===== src/rtl/core/deq_pkg.sv =====
// ----------------------------------------------------------------------------
// deq_pkg
// Shared constants, codes and the cell control bundle for the double-ended queue.
// ----------------------------------------------------------------------------
package deq_pkg;

    localparam int DEPTH  = 16;
    localparam int IDX_W  = $clog2(DEPTH);
    localparam int CNT_W  = $clog2(DEPTH + 1);

    localparam int ACT_W  = 3;
    localparam int BYTE_W = 8;
    localparam int STAT_W = 2;
    localparam int FILL_W = 5;

    localparam int S_DATA_W = 16;
    localparam int M_DATA_W = 16;

    localparam logic [ACT_W-1:0] ACT_PUSH_FRONT = 3'd0;
    localparam logic [ACT_W-1:0] ACT_PUSH_REAR  = 3'd1;
    localparam logic [ACT_W-1:0] ACT_POP_FRONT  = 3'd2;
    localparam logic [ACT_W-1:0] ACT_POP_REAR   = 3'd3;
    localparam logic [ACT_W-1:0] ACT_PEEK_FRONT = 3'd4;
    localparam logic [ACT_W-1:0] ACT_PEEK_REAR  = 3'd5;

    localparam logic [STAT_W-1:0] STAT_DONE  = 2'd0;
    localparam logic [STAT_W-1:0] STAT_EMPTY = 2'd1;
    localparam logic [STAT_W-1:0] STAT_FULL  = 2'd2;

    // One move order broadcast to every cell in a cycle.
    typedef struct packed {
        logic              shift_back;   // push front: every cell takes its front neighbor
        logic              shift_fwd;    // pop front: every cell takes its rear neighbor
        logic              load_rear;    // push rear: the cell at the current count loads
        logic [CNT_W-1:0]  count;        // entries held before this beat
        logic [BYTE_W-1:0] push_byte;
    } deq_ctrl_t;

endpackage


===== src/rtl/core/deq_cell.sv =====
// ----------------------------------------------------------------------------
// deq_cell
// One queue slot: holds one byte and moves it with its neighbors.
// ----------------------------------------------------------------------------
module deq_cell
    import deq_pkg::*;
(
    input  logic              aclk,
    input  logic [IDX_W-1:0]  cell_idx,
    input  deq_ctrl_t         ctrl,
    input  logic [BYTE_W-1:0] front_data,   // neighbor toward the front (push byte for slot 0)
    input  logic [BYTE_W-1:0] rear_data,    // neighbor toward the rear
    output logic [BYTE_W-1:0] data
);

    logic [BYTE_W-1:0] data_reg;
    logic [BYTE_W-1:0] data_next;
    logic              is_tail;

    assign is_tail = (CNT_W'(cell_idx) == ctrl.count);

    always_comb begin
        data_next = data_reg;
        if (ctrl.shift_back) begin
            data_next = front_data;
        end else if (ctrl.shift_fwd) begin
            data_next = rear_data;
        end else if (ctrl.load_rear && is_tail) begin
            data_next = ctrl.push_byte;
        end
    end

    always_ff @(posedge aclk) begin
        data_reg <= data_next;
    end

    assign data = data_reg;

endmodule


===== src/rtl/core/double_ended_queue.sv =====
// ----------------------------------------------------------------------------
// double_ended_queue
// Bounded byte deque built as a row of shifting slots.
// ----------------------------------------------------------------------------
// The queue holds up to DEPTH bytes in a row of slots, slot 0 always being the
// front. A push at the front shifts every slot one place toward the rear, a pop
// at the front shifts every slot one place toward the front, a rear push writes
// only the slot at the current count and a rear pop moves no slot, so no pointer
// arithmetic is needed. Each accepted input beat gives exactly one result beat
// in the next cycle: the popped or peeked byte (zero otherwise), a status (done,
// empty, full) and the count after the action. The block takes one beat per
// cycle; the single output register stalls intake only while its result waits
// on m_tready. Slot contents need no reset: only slots that were pushed are ever read.
// ----------------------------------------------------------------------------
module double_ended_queue
    import deq_pkg::*;
(
    input  logic                aclk,
    input  logic                aresetn,
    input  logic                s_tvalid,
    output logic                s_tready,
    input  logic [S_DATA_W-1:0] s_tdata,   // [2:0] action, [10:3] push_byte, [15:11] zero
    output logic                m_tvalid,
    input  logic                m_tready,
    output logic [M_DATA_W-1:0] m_tdata    // [7:0] out_byte, [9:8] status, [14:10] fill_count
);

    logic [ACT_W-1:0]  action;
    logic [BYTE_W-1:0] push_byte;
    logic              accept;

    logic [CNT_W-1:0]  count_reg;
    logic [CNT_W-1:0]  count_next;

    logic              out_valid_reg;
    logic              out_valid_next;
    logic [BYTE_W-1:0] out_byte_reg;
    logic [BYTE_W-1:0] out_byte_next;
    logic [STAT_W-1:0] out_status_reg;
    logic [STAT_W-1:0] out_status_next;
    logic [FILL_W-1:0] out_fill_reg;
    logic [FILL_W-1:0] out_fill_next;

    logic              is_full;
    logic              is_empty;
    logic [IDX_W-1:0]  rear_idx;
    logic [BYTE_W-1:0] front_byte;
    logic [BYTE_W-1:0] rear_byte;

    deq_ctrl_t         ctrl;
    logic [BYTE_W-1:0] cell_data [DEPTH];

    assign action    = s_tdata[ACT_W-1:0];
    assign push_byte = s_tdata[ACT_W +: BYTE_W];

    // Take a new beat whenever the output register is free or draining now.
    assign s_tready = !out_valid_reg || m_tready;
    assign accept   = s_tvalid && s_tready;

    assign is_full    = (count_reg == CNT_W'(DEPTH));
    assign is_empty   = (count_reg == '0);
    assign rear_idx   = IDX_W'(count_reg - CNT_W'(1));
    assign front_byte = cell_data[0];
    assign rear_byte  = cell_data[rear_idx];

    // Decode the action into a slot move order and the result fields.
    always_comb begin
        ctrl            = '0;
        ctrl.count      = count_reg;
        ctrl.push_byte  = push_byte;
        count_next      = count_reg;
        out_byte_next   = '0;
        out_status_next = STAT_DONE;
        unique case (action) inside
            ACT_PUSH_FRONT, ACT_PUSH_REAR: begin
                if (is_full) begin
                    out_status_next = STAT_FULL;
                end else begin
                    ctrl.shift_back = accept && (action == ACT_PUSH_FRONT);
                    ctrl.load_rear  = accept && (action == ACT_PUSH_REAR);
                    count_next      = count_reg + CNT_W'(1);
                end
            end
            ACT_POP_FRONT, ACT_PEEK_FRONT: begin
                if (is_empty) begin
                    out_status_next = STAT_EMPTY;
                end else begin
                    out_byte_next = front_byte;
                    if (action == ACT_POP_FRONT) begin
                        ctrl.shift_fwd = accept;
                        count_next     = count_reg - CNT_W'(1);
                    end
                end
            end
            ACT_POP_REAR, ACT_PEEK_REAR: begin
                if (is_empty) begin
                    out_status_next = STAT_EMPTY;
                end else begin
                    out_byte_next = rear_byte;
                    if (action == ACT_POP_REAR) begin
                        count_next = count_reg - CNT_W'(1);
                    end
                end
            end
            default: begin
                // Unused codes: leave everything alone.
            end
        endcase
        out_fill_next = FILL_W'(count_next);
    end

    // Row of slots: each takes a neighbor on a shift, a front push byte enters at slot 0.
    for (genvar i = 0; i < DEPTH; i++) begin : g_cell
        logic [BYTE_W-1:0] from_front;
        logic [BYTE_W-1:0] from_rear;

        if (i == 0) begin : g_head
            assign from_front = push_byte;
        end else begin : g_mid
            assign from_front = cell_data[i-1];
        end

        if (i == DEPTH - 1) begin : g_tail
            assign from_rear = cell_data[i];
        end else begin : g_body
            assign from_rear = cell_data[i+1];
        end

        deq_cell u_cell (
            .aclk       (aclk),
            .cell_idx   (IDX_W'(i)),
            .ctrl       (ctrl),
            .front_data (from_front),
            .rear_data  (from_rear),
            .data       (cell_data[i])
        );
    end

    // Hold the result until the sink takes it.
    always_comb begin
        out_valid_next = out_valid_reg;
        if (accept) begin
            out_valid_next = 1'b1;
        end else if (m_tready) begin
            out_valid_next = 1'b0;
        end
    end

    always_ff @(posedge aclk) begin
        if (!aresetn) begin
            count_reg     <= '0;
            out_valid_reg <= 1'b0;
        end else begin
            out_valid_reg <= out_valid_next;
            if (accept) begin
                count_reg <= count_next;
            end
        end
    end

    always_ff @(posedge aclk) begin
        if (accept) begin
            out_byte_reg   <= out_byte_next;
            out_status_reg <= out_status_next;
            out_fill_reg   <= out_fill_next;
        end
    end

    assign m_tvalid = out_valid_reg;
    assign m_tdata  = {{(M_DATA_W - BYTE_W - STAT_W - FILL_W){1'b0}},
                       out_fill_reg, out_status_reg, out_byte_reg};

    // Count never passes capacity.
    a_count_bound: assert property (@(posedge aclk) disable iff (!aresetn)
        count_reg <= CNT_W'(DEPTH))
        else $error("count above capacity");

    // A push into a full queue reports full and leaves the count alone.
    a_full_push: assert property (@(posedge aclk) disable iff (!aresetn)
        accept && is_full && (action == ACT_PUSH_FRONT || action == ACT_PUSH_REAR)
        |=> out_status_reg == STAT_FULL && count_reg == $past(count_reg))
        else $error("full push changed state");

    // A pop on a non-empty queue drops exactly one entry.
    a_pop_count: assert property (@(posedge aclk) disable iff (!aresetn)
        accept && !is_empty && (action == ACT_POP_FRONT || action == ACT_POP_REAR)
        |=> count_reg == $past(count_reg) - CNT_W'(1))
        else $error("pop did not drop one entry");

    // Every accepted beat shows a result next cycle, carrying the new count.
    a_result_follows: assert property (@(posedge aclk) disable iff (!aresetn)
        accept |=> m_tvalid && out_fill_reg == FILL_W'(count_reg))
        else $error("missing or stale result");

endmodule


===== config.mk =====
export PLATFORM = sky130hd
export DESIGN_NAME = double_ended_queue
export DESIGN_NICKNAME = d
export VERILOG_FILES = /design/src/rtl/core/deq_pkg.sv /design/src/rtl/core/deq_cell.sv /design/src/rtl/core/double_ended_queue.sv
export SDC_FILE = /design/constraint.sdc
export NUM_CORES = 1
export LEC_CHECK = 0
export ABC_AREA = 0
export BUFFER_PORTS_ARGS = -buffer_cell sky130_fd_sc_hd__buf_2
export CORE_MARGIN = 3
export CORE_UTILIZATION = 60
export CTS_CLUSTER_SIZE = 30
export DETAILED_ROUTE_END_ITERATION = 7
export PLACE_DENSITY_LB_ADDON = 0.08
export SLEW_MARGIN = 20
export SYNTH_ARGS = -nofsm -noshare
export SYNTH_HDL_FRONTEND = slang
export SYNTH_SLANG_ARGS = --single-unit

===== constraint.sdc =====
create_clock -name aclk -period 3.57 [get_ports aclk]
set_input_delay 0.357 -clock aclk [delete_from_list [all_inputs] [get_ports aclk]]
set_output_delay 0.357 -clock aclk [all_outputs]
set_load 0.005 [all_outputs]

# Word level (Yosys, flattened, before mapping)
# Index checks and enable logic that the tools add are counted.
# totals
ff_bits,149
inputBits,20
out_inout_bits,18
word_cells,164
# classes
addsub,2
magnitude_cmp,1
eq_ne,22
muxes,72
bitwise,1
reduce_logical,45
# op_table
cell,count
8-bit two-way mux,52
3-bit nonzero test,15
"4-bit by 5-bit equality test with 1-bit output, first input constant",8
8-bit binary-select mux with 4-bit select,1
5-bit two-way mux,5
"3-bit by 5-bit equality test with 1-bit output, first input constant",4
1-bit logical AND,19
8-bit one-hot mux with 2 select lines,1
5-bit one-hot mux with 3 select lines,1
"2-bit by 5-bit equality test with 1-bit output, first input constant",2
1-bit two-way mux,10
"3-bit by 2-bit equality test with 1-bit output, second input constant",2
"3-bit equality test, second input constant",2
2-bit OR reduction,3
"5-bit by 1-bit adder with 5-bit output, second input constant",1
"1-bit by 5-bit equality test with 1-bit output, first input constant",1
"5-bit equality test, second input constant",1
"5-bit >= comparator, second input constant",1
5-bit logical NOT,1
4-bit NOT with 5-bit output,1
"5-bit by 1-bit subtractor with 5-bit output, second input constant",1
2-bit one-hot mux with 2 select lines,1
2-bit nonzero test,2
4-bit OR reduction,1
other kinds (7),7

# Logic depth before layout (Yosys ltp)
# logic_depth
depth_word,10
mapped_depth,12
mapped_depth_nobuf,6

# By module
# From an unflattened synthesis, not the netlist that was laid out.
# hier_totals
hier_cells,855
area_unflattened_um2,9893.2
# by_module_without_submodules
mod,n_inst,cells_each,area_per_inst_um2,seq_area_each_um2
deq_cell,16,41,469.2,240.2
double_ended_queue,1,199,2386.0,570.5

# Least setup slack after synthesis
# No wires, ideal clock.
# synth_path
kind,flip-flop to flip-flop
from,reg count_reg[0]
to,"reg g_cell[15].u_cell.data_reg[0], enable pin"
setup_ns,0.375
arrival_time_ns,2.805
slack_ns,0.389
path_stages_with_launch,10
path_buffers,4
period_less_slack_ns,3.181
path_cell_list,dfxtp_1 > clkbuf_2 > clkbuf_1 > inv_2 > buf_1 > ha_1 > nor4bb_1 > buf_2 > or4_1 > a21oi_1
# synth_via
elab_chain_len,6
word_cells_on_any_way,13
classes_between,3 x eq/ne; 6 x mux; 4 x reduce/logical
# synth_rtl
item,line_no,text
start: declaration,double_ended_queue.sv:32,logic [CNT_W-1:0] count_reg;
start signal: assignment,double_ended_queue.sv:156,count_reg <= count_next;
5-bit equality test,double_ended_queue.sv:60,assign is_full = (count_reg == CNT_W'(DEPTH));
1-bit two-way mux,double_ended_queue.sv:76,if (is_full) begin
1-bit two-way mux,double_ended_queue.sv:74,unique case (action) inside
1-bit logical AND,deq_cell.sv:28,end else if (ctrl.load_rear && is_tail) begin
2-bit nonzero test (no line),--,
2-bit AND reduction (no line) (*),--,
end signal: assignment,deq_cell.sv:34,data_reg <= data_next;
end: declaration,deq_cell.sv:16,logic [BYTE_W-1:0] data_reg;
# Mark *: on every way between the ends. The rest lies on a longest branch, timed or not.
# A chain may end at the register's enable or synchronous reset.

# Worst setup path after layout
# layout_path
from,reg count_reg[2]
to,"reg g_cell[12].u_cell.data_reg[1], enable pin"
# layout_via
elab_chain_len,5
word_cells_on_any_way,11
classes_between,2 x eq/ne; 6 x mux; 3 x reduce/logical
# layout_rtl
item,line_no
5-bit equality test,double_ended_queue.sv:60
1-bit two-way mux,double_ended_queue.sv:76
1-bit two-way mux,double_ended_queue.sv:74
1-bit logical AND,deq_cell.sv:28
3-bit nonzero test (no line) (*),--
end signal: assignment,deq_cell.sv:34
end: declaration,deq_cell.sv:16
# Marks and branches as above.

==> results.md <==
* Max Cap Violations at 0
* Cells after Synth at 570
* GRT overflow at 0
* RSZ-0062 raised after global routing: false
* Largest stage delay on the critical path at 710 ps
* WL per Instance at 27.7 microns
* Max Slew Vio Count at 0
* CP Buf/Inv Count at 0
* Flop2flop setup slack at 840 ps
* Met3 track demand over resource at 7.19%
* Final Critical Period at 2730 ps
* Max clock buf depth at 2
* Vias per std cell at 7.58
* Area Overhead vs Synth at 8.58%
* Finished Layout Cells at 760
* DR iter-0 viols at 733
* Port bufs at 31
* Peak supply drop at 0.313 mV
* Kind of critical path: register to register
* Cells taking the most area after synthesis: edfxtp_1, a221o_1, mux4_2
* Root Buffer: clkbuf_16
* Worst hold path depth at 2
* Register area share after synthesis at 54.2%
* Net switching power at 1.12 mW
* Flop pwr share at 47.0%
* Detail Route Antenna Nets at 0
* Hold-fix buffers, CTS at 0
* Crit-path leading delay family: simple AND/OR/NAND/NOR gates
* Asr flop ratio synth at 0%
* Site Rows at 41
* # setup viols final at 0
* Setup ws final at 841 ps
* LEAKAGE at 3.04 nW
* Yosys top cell by area: edfxtp_1
* Register bit total from synthesis at 149
* EDFF count, synth at 143
* Fmax at 0.366 GHz
* Hold WS at 205 ps
* Sink Count at 149
* Vias after detailed routing at 5757
* Netlist cell types at 62
* Clk_skew at 8.79 ps
* Final wirelength at 21100 microns
* Top cell type's share of synthesized area at 52.7%
* Met2 Use GR at 45.4%
* Headroom to the max-slew limit at 25.0%
* Yosys warns at 0
* Max FFs per register at 128
* Total power at 4.41 mW
* Top post-synthesis cells by count: edfxtp_1, a221o_1, buf_2
* Reg-to-reg startpoint: count_reg[2]
* Dpl cells at 728
* Multi-input logic area at 0.00332 sq mm
* Final Hold Viols at 0
* Setup Fix Bufs, Post-CTS at 0
* Grt peak-use layer: met2
* Height of the die at 123 microns
* Place WS at 807 ps
* Crit Reg-Reg Endpoint: g_cell[12].u_cell.data[1]
* CP max FO at 13
* Synthesized area at 0.00815 sq mm
* Sum Neg Setup Slack at 0 ps
* Primary FF master, synth: edfxtp_1
* CP Launch Type: register
* # DRC at 0
* Final period util at 76.4%
* HP Start: aresetn
* Fill cells at 954
* CTS tree: done
* Count leader, synth: edfxtp_1
* Core Util, Final at 68.4%
* Int Pwr at 3.28 mW
* Clock share of power at 36.7%
* Critical path endpoint category: register
* Gp weighted congestion at 0.876
* H-tree depth at 4
* Layout cells sized above 1 at 21.9%
* First-pass DRT Iterations at 5
* Reg clk slew, reported paths at 60 ps
* Reg2reg path depth at 4
* Core area at 0.0129 sq mm
* Clk_lat worst skew at 420 ps
* Die X at 123 microns
* DIE AREA at 0.0150 sq mm
* Largest net degree at the start of global routing at 121
* Post_cts resized at 0
* Dpl hpwl at 12600 microns
* Worst-Margin Slew at 1120 ps
* Sw Ratio at 25.5%
* Syn Nets at 596
* # nets final at 601
* Global-route wire length before repair at 32700 microns
* Ant. Diodes at 0
* Post-Syn Area per Cell at 14.3 sq um
* Starting Density at 63.0%
* CP required at 3620 ps
* Arrival time at the worst endpoint at 2780 ps
* Status: completed
* CP cell instances: nor4bb_1, or4_1, nor3_2, a41o_1
* Register Area at 0.00441 sq mm
* GRT Util Overall at 29.6%
* Met1 Use GR at 41.4%
* Power per Cell Area at 498 mW/mm^2
* Io pins at 38
* DP Area at 0.00832 sq mm
* Design area at 0.00885 sq mm
* Hold Path End: count_reg[4]
* Combinational share of power at 16.3%
* Worst Hold Class: input port to register
* CP max stage cell: dfxtp_1
* CTS Buf Count at 17
* Initial antenna violation count at 0
* Vias in the first global route at 5601
==> placed cells by master (no fill, tap or decap), drive strengths merged, types with 3 or more instances in the layout <==
cell type,Yosys,final
buf,48,49
nor2,3,3
clkinv,0,10
mux2,16,16
o21ai,3,3
a221o,112,112
o2111ai,9,9
mux4,26,26
nor2b,3,3
a21o,11,11
dfxtp,6,6
nor3b,16,16
o211ai,7,7
inv,11,11
a21oi,6,6
nor3,29,29
ha,6,6
nand2,18,18
a41o,3,3
nand3,5,5
mux2i,20,20
or4,3,3
edfxtp,143,143
nand2b,3,3
xnor2,4,4
a21boi,8,8
clkbuf,15,19
and2,3,3
==> per-layer routing <==
metal	wire length, microns	vias up	share of wire [%]
met5	0	-	0
li1	-	2465	-
met2	9980	346	47
met4	550	0	2.6
met1	8300	2903	39
met3	2260	43	11
==> worst max-delay path by stage <==
| stage | cells past startpoint | from | end |
|---|---|---|---|
| 2_1_floorplan | 9 | count_reg[0] | g_cell[15].u_cell.data[0] |
| 3_3_place_gp | 5 | s_tdata[1] | g_cell[12].u_cell.data[4] |
| 3_5_place_dp | 5 | s_tdata[1] | g_cell[12].u_cell.data[4] |
| 4_1_cts | 4 | count_reg[2] | g_cell[12].u_cell.data[7] |
| 5_1_grt | 7 | count_reg[1] | g_cell[3].u_cell.data[6] |
| 6_report | 4 | count_reg[2] | g_cell[12].u_cell.data[1] |
==> cells by family (layout without fill, tap and decap cells) <==
logic type,Yosys count,in the layout,share of synthesized area (%)
mux,62,62,11.9
other cells,1,1,0.0460
xor+xnor,5,5,0.537
compound gates,175,175,19.8
buf+inv,74,92,5.33
flops,149,149,54.2
simple gates,98,98,7.29
fa+ha+maj,6,6,0.921
==> power groups by stage <==
stage	clock network, mW	registers (mW)	logic (mW)
3_3_place_gp	0	2.10	0.701
6_report	1.62	2.07	0.719
3_5_place_dp	0	2.10	0.710
5_1_grt	1.70	2.08	0.776
4_1_cts	1.63	2.07	0.716
2_1_floorplan	0	2.08	0.536
==> final cells by class <==
| cell class | instances | area share (%) |
|---|---|---|
| repair buffers | 49 | 3.71 |
| inverters | 11 | 0.467 |
| clock buffers | 19 | 4.89 |
| flip-flops and latches | 149 | 49.9 |
| clock inverters | 13 | 1.03 |
| multi-input cells | 347 | 37.6 |
| well taps | 172 | 2.43 |
(Power assumes the default switching activity.)
